### config.mk
export PLATFORM = sky130hd
export DESIGN_NAME = dual_rate_motion_report_scheduler
export DESIGN_NICKNAME = d
export VERILOG_FILES = /design/src/hw/rtl/drmrs_pkg.sv /design/src/hw/rtl/dual_rate_motion_report_scheduler.sv
export VERILOG_INCLUDE_DIRS = /design/src /design/src/hw/rtl
export SDC_FILE = /design/constraint.sdc
export NUM_CORES = 2
export LEC_CHECK = 0
export ABC_AREA = 1
export BUFFER_PORTS_ARGS = -buffer_cell sky130_fd_sc_hd__buf_2
export CAP_MARGIN = 20
export CORE_MARGIN = 2
export CORE_UTILIZATION = 40
export DETAILED_ROUTE_END_ITERATION = 16
export HOLD_SLACK_MARGIN = 0.08
export PLACE_DENSITY = 0.59
export SYNTH_ARGS = -nofsm -noshare
export SYNTH_HDL_FRONTEND = slang
export SYNTH_SLANG_ARGS = --single-unit
### constraint.sdc
create_clock -name clk -period 31.9 [get_ports clk]
set_clock_uncertainty 0.05 [all_clocks]
set_input_delay 4.785 -clock clk [delete_from_list [all_inputs] [get_ports clk]]
set_output_delay 4.785 -clock clk [all_outputs]
set_load 0.05 [all_outputs]
### src/hw/rtl/dual_rate_motion_report_scheduler_macros.svh
// Assertion macros for the motion report scheduler.
// Bodies name clk and rst of the module that uses them.
`ifndef DUAL_RATE_MOTION_REPORT_SCHEDULER_MACROS_SVH
`define DUAL_RATE_MOTION_REPORT_SCHEDULER_MACROS_SVH

// Same-cycle implication.
`define DRMRS_ASSERT_IMP(lbl, ante, cons, msg) \
  lbl: assert property (@(posedge clk) disable iff (rst) (ante) |-> (cons)) \
    else $error(msg);

// Next-cycle implication.
`define DRMRS_ASSERT_NXT(lbl, ante, cons, msg) \
  lbl: assert property (@(posedge clk) disable iff (rst) (ante) |=> (cons)) \
    else $error(msg);

`endif

### src/hw/rtl/drmrs_pkg.sv
// Package for the motion report scheduler: payload structs, state codes,
// register indexes, fixed-point constants and the round/saturate helper.
package drmrs_pkg;

  localparam int unsigned MIN_RATE_DEF = 10;
  localparam int unsigned MAX_RATE_DEF = 250;

  localparam int unsigned TW   = 48;   // time width
  localparam int unsigned PW   = 20;   // period / divisor width
  localparam int unsigned PNW  = 20;   // bits in the period numerator
  localparam int unsigned CNTW = 6;    // divider step counter width

  localparam logic [TW-1:0] PERIOD_NUM_ALIGNED = TW'(1000000) << (TW - PNW);

  localparam logic [21:0] RAD_Q16  = 22'd3754936;
  localparam logic [19:0] GRAV_Q16 = 20'd642689;

  localparam logic KIND_GYRO  = 1'b0;
  localparam logic KIND_ACCEL = 1'b1;

  localparam logic [2:0] REG_GYRO_ENABLE  = 3'd0;
  localparam logic [2:0] REG_ACCEL_ENABLE = 3'd1;
  localparam logic [2:0] REG_GYRO_RATE    = 3'd2;
  localparam logic [2:0] REG_ACCEL_RATE   = 3'd3;
  localparam logic [2:0] REG_SCALE_X      = 3'd4;
  localparam logic [2:0] REG_SCALE_Y      = 3'd5;

  typedef struct packed {
    logic [47:0]        now_us;
    logic               sample_ok;
    logic signed [15:0] gyro_x;
    logic signed [15:0] gyro_y;
    logic signed [15:0] gyro_z;
    logic signed [15:0] accel_x;
    logic signed [15:0] accel_y;
    logic signed [15:0] accel_z;
  } sample_t;

  typedef struct packed {
    logic               report_kind;
    logic signed [31:0] out_x;
    logic signed [31:0] out_y;
    logic signed [31:0] out_z;
    logic [31:0]        report_count;
    logic               last_report;
  } report_t;

  typedef enum logic [2:0] {
    ST_IDLE,
    ST_CHAN,
    ST_PDIV,
    ST_RDIV,
    ST_MUL,
    ST_ACC,
    ST_OUT,
    ST_NEXT
  } state_t;

  // Round to nearest (ties away from zero) by 16 or 28 bits, then saturate.
  function automatic logic [31:0] round_sat(input logic signed [56:0] p,
                                            input logic sh28);
    logic        neg;
    logic [56:0] mag;
    logic [56:0] rnd;
    logic [56:0] shd;
    neg = p[56];
    mag = neg ? (~p + 57'd1) : p;
    rnd = mag + (sh28 ? (57'd1 << 27) : (57'd1 << 15));
    shd = sh28 ? (rnd >> 28) : (rnd >> 16);
    if (neg) begin
      if (shd > 57'h0_8000_0000) round_sat = 32'h8000_0000;
      else round_sat = 32'(~shd + 57'd1);
    end else begin
      if (shd > 57'h0_7FFF_FFFF) round_sat = 32'h7FFF_FFFF;
      else round_sat = shd[31:0];
    end
  endfunction

endpackage

### src/hw/rtl/dual_rate_motion_report_scheduler.sv
// Dual-rate motion report scheduler: top level, single module.
// Uses drmrs_pkg and dual_rate_motion_report_scheduler_macros.svh.
//
// Each accepted sample transaction is checked against one deadline per
// channel (gyro first, then accelerometer). A due channel gets its period
// (1000000 / clamped rate) and, when its deadline has passed, the catch-up
// remainder, both from one shared restoring divider that retires one bit per
// cycle; a valid sample then yields a scaled, saturated report built by one
// shared 33x24 multiplier. From its acceptance, a sample passes an accept
// step and then, per channel, a channel check; a due channel adds the period
// division, the remainder division (only when the deadline has passed) and,
// for a valid sample, a multiply and an accumulate step per multiply (5 gyro,
// 3 accel) and the report transaction, which a stall holds; a step to the
// next channel ends each channel. The block takes no sample while an item
// is in work; configuration writes are always ready, and any write to a
// defined register clears both deadlines.
`include "dual_rate_motion_report_scheduler_macros.svh"

module dual_rate_motion_report_scheduler
  import drmrs_pkg::*;
#(
  parameter int unsigned MIN_RATE = MIN_RATE_DEF,
  parameter int unsigned MAX_RATE = MAX_RATE_DEF
) (
  input  logic        clk,
  input  logic        rst,
  input  logic        sample_valid,
  output logic        sample_stall,
  input  sample_t     sample,
  output logic        report_valid,
  input  logic        report_stall,
  output report_t     report,
  input  logic        cfg_valid,
  output logic        cfg_ready,
  input  logic [2:0]  cfg_index,
  input  logic [15:0] cfg_data
);

  // Configuration registers.
  logic        gyro_enable, accel_enable;
  logic [15:0] gyro_rps, accel_rps, scale_x, scale_y;

  // Channel state.
  logic [TW-1:0] gdl, adl;
  logic [31:0]   gcnt, acnt;

  // Item in work.
  state_t  state, state_next;
  sample_t smp;
  logic    g_due, a_due;
  logic    ch;
  logic [PW-1:0] per;

  // Shared divider.
  logic [TW-1:0]   div_d;
  logic [PW-1:0]   div_rem, div_div, div_q;
  logic [CNTW-1:0] div_cnt;
  logic [PW:0]     trial;
  logic            trial_ge;
  logic [PW-1:0]   rem_next, q_next, per_next;

  // Shared multiplier.
  logic [2:0]          mstep;
  logic signed [32:0]  mul_a, t_reg;
  logic signed [23:0]  mul_b;
  logic signed [56:0]  p_reg;
  logic [31:0]         rx, ry, rz;
  logic [2:0]          last_step;

  // Current channel view.
  logic          cur_due;
  logic [TW-1:0] cur_dl;
  logic [15:0]   cur_rate, clamped;
  logic          cur_late;

  assign cur_due  = ch ? a_due : g_due;
  assign cur_dl   = ch ? adl : gdl;
  assign cur_rate = ch ? accel_rps : gyro_rps;
  assign cur_late = (cur_dl != '0) && (cur_dl <= smp.now_us);
  assign last_step = (ch == KIND_GYRO) ? 3'd4 : 3'd2;

  // Clamp: below minimum first, then above maximum.
  always_comb begin
    if (cur_rate < 16'(MIN_RATE)) clamped = 16'(MIN_RATE);
    else if (cur_rate > 16'(MAX_RATE)) clamped = 16'(MAX_RATE);
    else clamped = cur_rate;
  end

  // One restoring-division step: shift in the next dividend bit.
  assign trial    = {div_rem, div_d[TW-1]};
  assign trial_ge = trial >= {1'b0, div_div};
  assign rem_next = trial_ge ? PW'(trial - {1'b0, div_div}) : trial[PW-1:0];
  assign q_next   = {div_q[PW-2:0], trial_ge};
  assign per_next = (q_next == '0) ? PW'(1) : q_next;

  // Multiplier operand select by channel and step.
  always_comb begin
    mul_a = '0;
    mul_b = '0;
    if (ch == KIND_GYRO) begin
      case (mstep)
        3'd0: begin
          mul_a = {{17{smp.gyro_x[15]}}, smp.gyro_x};
          mul_b = {8'd0, scale_y};
        end
        3'd1: begin
          mul_a = t_reg;
          mul_b = {2'd0, RAD_Q16};
        end
        3'd2: begin
          mul_a = {{17{smp.gyro_y[15]}}, smp.gyro_y};
          mul_b = {8'd0, scale_x};
        end
        3'd3: begin
          mul_a = t_reg;
          mul_b = {2'd0, RAD_Q16};
        end
        default: begin
          mul_a = {{17{smp.gyro_z[15]}}, smp.gyro_z};
          mul_b = {2'd0, RAD_Q16};
        end
      endcase
    end else begin
      mul_b = {4'd0, GRAV_Q16};
      case (mstep)
        3'd0:    mul_a = {{17{smp.accel_x[15]}}, smp.accel_x};
        3'd1:    mul_a = {{17{smp.accel_y[15]}}, smp.accel_y};
        default: mul_a = {{17{smp.accel_z[15]}}, smp.accel_z};
      endcase
    end
  end

  // Next state.
  always_comb begin
    state_next = state;
    unique case (state)
      ST_IDLE: if (sample_valid) state_next = ST_CHAN;
      ST_CHAN: state_next = cur_due ? ST_PDIV : ST_NEXT;
      ST_PDIV: begin
        if (div_cnt == CNTW'(1)) begin
          if (cur_late) state_next = ST_RDIV;
          else state_next = smp.sample_ok ? ST_MUL : ST_NEXT;
        end
      end
      ST_RDIV: begin
        if (div_cnt == CNTW'(1)) state_next = smp.sample_ok ? ST_MUL : ST_NEXT;
      end
      ST_MUL: state_next = ST_ACC;
      ST_ACC: state_next = (mstep == last_step) ? ST_OUT : ST_MUL;
      ST_OUT: if (!report_stall) state_next = ST_NEXT;
      ST_NEXT: state_next = (ch == KIND_GYRO) ? ST_CHAN : ST_IDLE;
      default: state_next = ST_IDLE;
    endcase
  end

  // Handshake outputs.
  always_comb begin
    sample_stall = 1'b1;
    report_valid = 1'b0;
    unique case (state)
      ST_IDLE: sample_stall = 1'b0;
      ST_OUT:  report_valid = 1'b1;
      default: ;
    endcase
  end

  assign cfg_ready = 1'b1;

  // Report payload straight from registers.
  always_comb begin
    report.report_kind  = ch;
    report.out_x        = rx;
    report.out_y        = ry;
    report.out_z        = rz;
    report.report_count = (ch == KIND_GYRO) ? gcnt : acnt;
    report.last_report  = (ch == KIND_ACCEL) || !(smp.sample_ok && a_due);
  end

  always_ff @(posedge clk) begin
    if (rst) begin
      state        <= ST_IDLE;
      ch           <= KIND_GYRO;
      div_cnt      <= '0;
      mstep        <= '0;
      gyro_enable  <= 1'b0;
      accel_enable <= 1'b0;
      gyro_rps     <= 16'd10;
      accel_rps    <= 16'd10;
      scale_x      <= 16'd4915;
      scale_y      <= 16'd3277;
      gdl          <= '0;
      adl          <= '0;
      gcnt         <= '0;
      acnt         <= '0;
    end else begin
      state <= state_next;
      unique case (state)
        ST_IDLE: begin
          if (sample_valid) begin
            // Latch the sample, drop disabled deadlines, decide who is due.
            smp   <= sample;
            ch    <= KIND_GYRO;
            if (!gyro_enable) gdl <= '0;
            if (!accel_enable) adl <= '0;
            g_due <= gyro_enable && (gdl == '0 || sample.now_us >= gdl);
            a_due <= accel_enable && (adl == '0 || sample.now_us >= adl);
          end
        end
        ST_CHAN: begin
          mstep <= '0;
          if (cur_due) begin
            div_d   <= PERIOD_NUM_ALIGNED;
            div_rem <= '0;
            div_q   <= '0;
            div_div <= PW'(clamped);
            div_cnt <= CNTW'(PNW);
          end
        end
        ST_PDIV: begin
          div_d   <= div_d << 1;
          div_rem <= rem_next;
          div_q   <= q_next;
          div_cnt <= div_cnt - CNTW'(1);
          if (div_cnt == CNTW'(1)) begin
            per <= per_next;
            if (cur_dl == '0) begin
              // Unscheduled: first deadline one period out.
              if (ch == KIND_GYRO) gdl <= smp.now_us + TW'(per_next);
              else adl <= smp.now_us + TW'(per_next);
            end else if (cur_late) begin
              // Late: remainder of (now - deadline) by the period.
              div_d   <= smp.now_us - cur_dl;
              div_rem <= '0;
              div_div <= per_next;
              div_cnt <= CNTW'(TW);
            end
          end
        end
        ST_RDIV: begin
          div_d   <= div_d << 1;
          div_rem <= rem_next;
          div_cnt <= div_cnt - CNTW'(1);
          if (div_cnt == CNTW'(1)) begin
            // Deadline + k periods equals now - remainder + period.
            if (ch == KIND_GYRO) gdl <= smp.now_us - TW'(rem_next) + TW'(per);
            else adl <= smp.now_us - TW'(rem_next) + TW'(per);
          end
        end
        ST_MUL: p_reg <= mul_a * mul_b;
        ST_ACC: begin
          mstep <= mstep + 3'd1;
          if (ch == KIND_GYRO) begin
            case (mstep)
              3'd0, 3'd2: t_reg <= p_reg[32:0];
              3'd1:       rx <= round_sat(p_reg, 1'b1);
              3'd3:       ry <= round_sat(p_reg, 1'b1);
              default:    rz <= round_sat(p_reg, 1'b0);
            endcase
          end else begin
            case (mstep)
              3'd0:    rx <= round_sat(p_reg, 1'b0);
              3'd1:    ry <= round_sat(p_reg, 1'b0);
              default: rz <= round_sat(p_reg, 1'b0);
            endcase
          end
          if (mstep == last_step) begin
            if (ch == KIND_GYRO) gcnt <= gcnt + 32'd1;
            else acnt <= acnt + 32'd1;
          end
        end
        ST_OUT: ;
        ST_NEXT: if (ch == KIND_GYRO) ch <= KIND_ACCEL;
        default: ;
      endcase

      // Register writes; a defined index also clears both deadlines.
      if (cfg_valid && cfg_ready) begin
        unique case (cfg_index)
          REG_GYRO_ENABLE:  gyro_enable  <= cfg_data[0];
          REG_ACCEL_ENABLE: accel_enable <= cfg_data[0];
          REG_GYRO_RATE:    gyro_rps     <= cfg_data;
          REG_ACCEL_RATE:   accel_rps    <= cfg_data;
          REG_SCALE_X:      scale_x      <= cfg_data;
          REG_SCALE_Y:      scale_y      <= cfg_data;
          default: ;
        endcase
        if (cfg_index <= REG_SCALE_Y) begin
          gdl <= '0;
          adl <= '0;
        end
      end
    end
  end

  `DRMRS_ASSERT_IMP(a_no_take_while_report, report_valid, sample_stall, "sample during report")
  `DRMRS_ASSERT_NXT(a_report_once, report_valid && !report_stall, !report_valid, "report twice")
  `DRMRS_ASSERT_IMP(a_idle_div_clear, state == ST_IDLE, div_cnt == '0, "divider busy in idle")
  `DRMRS_ASSERT_IMP(a_accel_last, report_valid && report.report_kind == KIND_ACCEL, report.last_report, "accel not last")

endmodule
==> impl_metrics.yaml <==
status:
  run_status: "finished, final reports clean"
timing:
  worst_slew_pin_slew_ps: 1207
  hold_viol: 0
  fin_crit_sh: 0.3598
  fin_crit_ps: 11480
  final_max_slew_viol_count: 0
  relSlewSlack: 0.1866
  fmax_mhz: 87.12
  fin_tns_setup_ps: 0
  rsz0062_at_grt: "no"
  setup-violations-final: 0
die:
  die_h_um: 430.9
  die_x_um: 430.9
  core_sq_um: 180900
  initial_core_util: 0.4029
  num_rows: 156
  dieArea_sq_um: 185700
  ioPinCount: 302
critical_path:
  cp-start-kind: "register"
  critPathCaptureType: "register"
  critPathKind: "register to register"
  path_max_fanout: 40
  cp.arrival_ps: 11870
  cpPeakStageDelay_ps: 840
  critPathMostFrequentCell: "inv_1"
  cpMaxStageDelayCell: "o311ai_0"
  crit_required_ps: 32290
synthesis:
  synthAdderAreaFrac: 0.2648
  synth_top_cells_by_area: "edfxtp_1, fa_1, nand2_1"
  synthFlopType: "edfxtp_1"
  synthMuxAreaShare: 0.0005492
  synth_seq_cells: 698
  yosysWarnings: 0
  ys_types: 72
  avgSynthCellArea_sq_um: 7.735
  synth_edf_count: 459
  synth_area_sq_um: 72900
  synth_top_family_by_area: "adder cells"
  netlist.area_leader.share: 0.1891
  synth-compound-area-share: 0.1248
  ys_async_sr_fraction: 0
  synth_nets: 10727
  synthXorXnorAreaFrac: 0.03086
  syn_inst: 9425
  yosys.area_share.simple: 0.2147
  synth_area_leader_cell: "edfxtp_1"
  synth-seq-area-share: 0.2547
final_layout:
  ff_latch_area_sq_um: 18570
  area_growth_pct: 9.584
  num-nets-final: 10917
  final_common_cell: "nand2_1"
  multi_input_area_sq_um: 46530
  mostFrequentLayoutCells: "nand2_1, inv_1, nor2_1"
  fillers: 18275
  fin_util: 0.4415
  largest_register_ff_count: 145
  drive_gt1_frac: 0.08428
detailed_routing:
  ant_nets: 0
  num_vias: 65689
  drt_iter0_drc: 5633
  wl_per_cell_um: 23.55
  vias_per_cell: 5.443
  wirelength_mm: 284.2
  drc: 0
  drt_pass1_iterations: 8
placement:
  port_buffers: 300
  dpl.hpwl_mm: 230.1
  gp_congestion: 1.046
clock_network:
  cts.repair.resized: 0
  cts_setup_buffers: 0
  cts_tree: "done"
  cts.sinks: 698
  cts.root.buffer_cell: "clkbuf_16"
  clk_latency_ps: 730
  cts_hold_buffers: 0
  clk_pin_slew_ps: 60
  htreeDepth: 3
  cts_inserted_buffers: 79
  cts.path.max_buffers: 3
global_route:
  grt_pass1_wl_mm: 421.1
  grt_max_degree: 148
  grt_pass1_vias: 66189
  antenna_found_initial: 25
  grt_overflow: 0
  track_usage: 0.3025
min_path:
  hold_path.class: "register to register"
run:
  max_cap_viol_count: 0
critical path: cells and delay by family, from the launching register on:
family	cells	cell delay [ps]
AO/OA/AOI/OAI	7	2680
XOR/XNOR	1	110
adder cells (fa/ha/maj)	9	4190
buffers and inverters	11	1400
flip-flops	1	460
AND/OR/NAND/NOR	8	2320
per-stage QoR:
stage | std cells | setup WS [ps] | hold slack, ps | cell area, sq um
6_report | 12068 | 20420 | 401.4 | 79890
5_1_grt | 12065 | 19610 | 429.5 | 79880
4_1_cts | 12051 | 20450 | 403.3 | 79840
3_5_place_dp | 11903 | 20470 | 393.0 | 77160
3_3_place_gp | 11898 | 20730 | 387.7 | 77110
2_1_floorplan | 9425 | 15800 | 372.5 | 72900
routing by layer:
metal / GRT usage / up-vias / wire length (um)
li1: - / 30666 / -
met1: 0.3553 / 31810 / 108700
met2: 0.5275 / 2529 / 139400
met3: 0.03491 / 682 / 16180
met4: 0.1857 / 2 / 19900
met5: 0 / - / 12
cell usage after synthesis, drive strengths merged, types with 4 or more instances:
master,n
nand2,1924
ha,450
o221ai,9
nand3,386
clkbuf,239
mux2i,4
nand4,135
and3,5
nor2,989
a22oi,8
a2111oi,4
a31oi,82
a221o,5
o21bai,23
a31o,5
buf,56
a21boi,13
nand3b,18
fa,683
o22ai,17
nor3,94
inv,1795
o21ai,595
a211o,4
o2111ai,21
edfxtp,459
o211ai,146
and2,4
nor3b,4
a221oi,20
clkinv,14
o21a,34
a211oi,13
nor4,44
a21o,14
dfxtp,239
xnor2,92
or2,23
a21oi,557
o31ai,13
xor2,164
final timing paths:
check | from | endpoint | slack [ps] | depth (start not counted)
worst max-delay path | mstep[1]$_SDFFE_PP0P_ | p_reg[53]$_DFFE_PP_ | 20420 | 36
worst min-delay path | accel_rps[5]$_SDFFE_PP0P_ | accel_rps[5]$_SDFFE_PP0P_ | 400 | 2
worst max register to register | mstep[1]$_SDFFE_PP0P_ | p_reg[53]$_DFFE_PP_ | 20420 | 36
worst min register to register | accel_rps[5]$_SDFFE_PP0P_ | accel_rps[5]$_SDFFE_PP0P_ | 400 | 2
cell type report:
type,instances,area share
sequential,698,0.2325
tap,2370,0.03712
timing repair buffer,404,0.02888
clock buffer,101,0.02695
clock inverter,47,0.006641
antenna,16,0.0005012
inverter,1809,0.08504
multi-input combinational,6623,0.5824
cell families after synthesis:
logic type	count (synthesis)
adder cells (fa/ha/maj)	1133
buffers and inverters	2104
multiplexers	4
XOR/XNOR	256
AO/OA/AOI/OAI	1597
flip-flops	698
AND/OR/NAND/NOR	3632
other	1
Power is not shown: default switching activity piles up to over one toggle a cycle in this logic, so the estimate is an artifact.
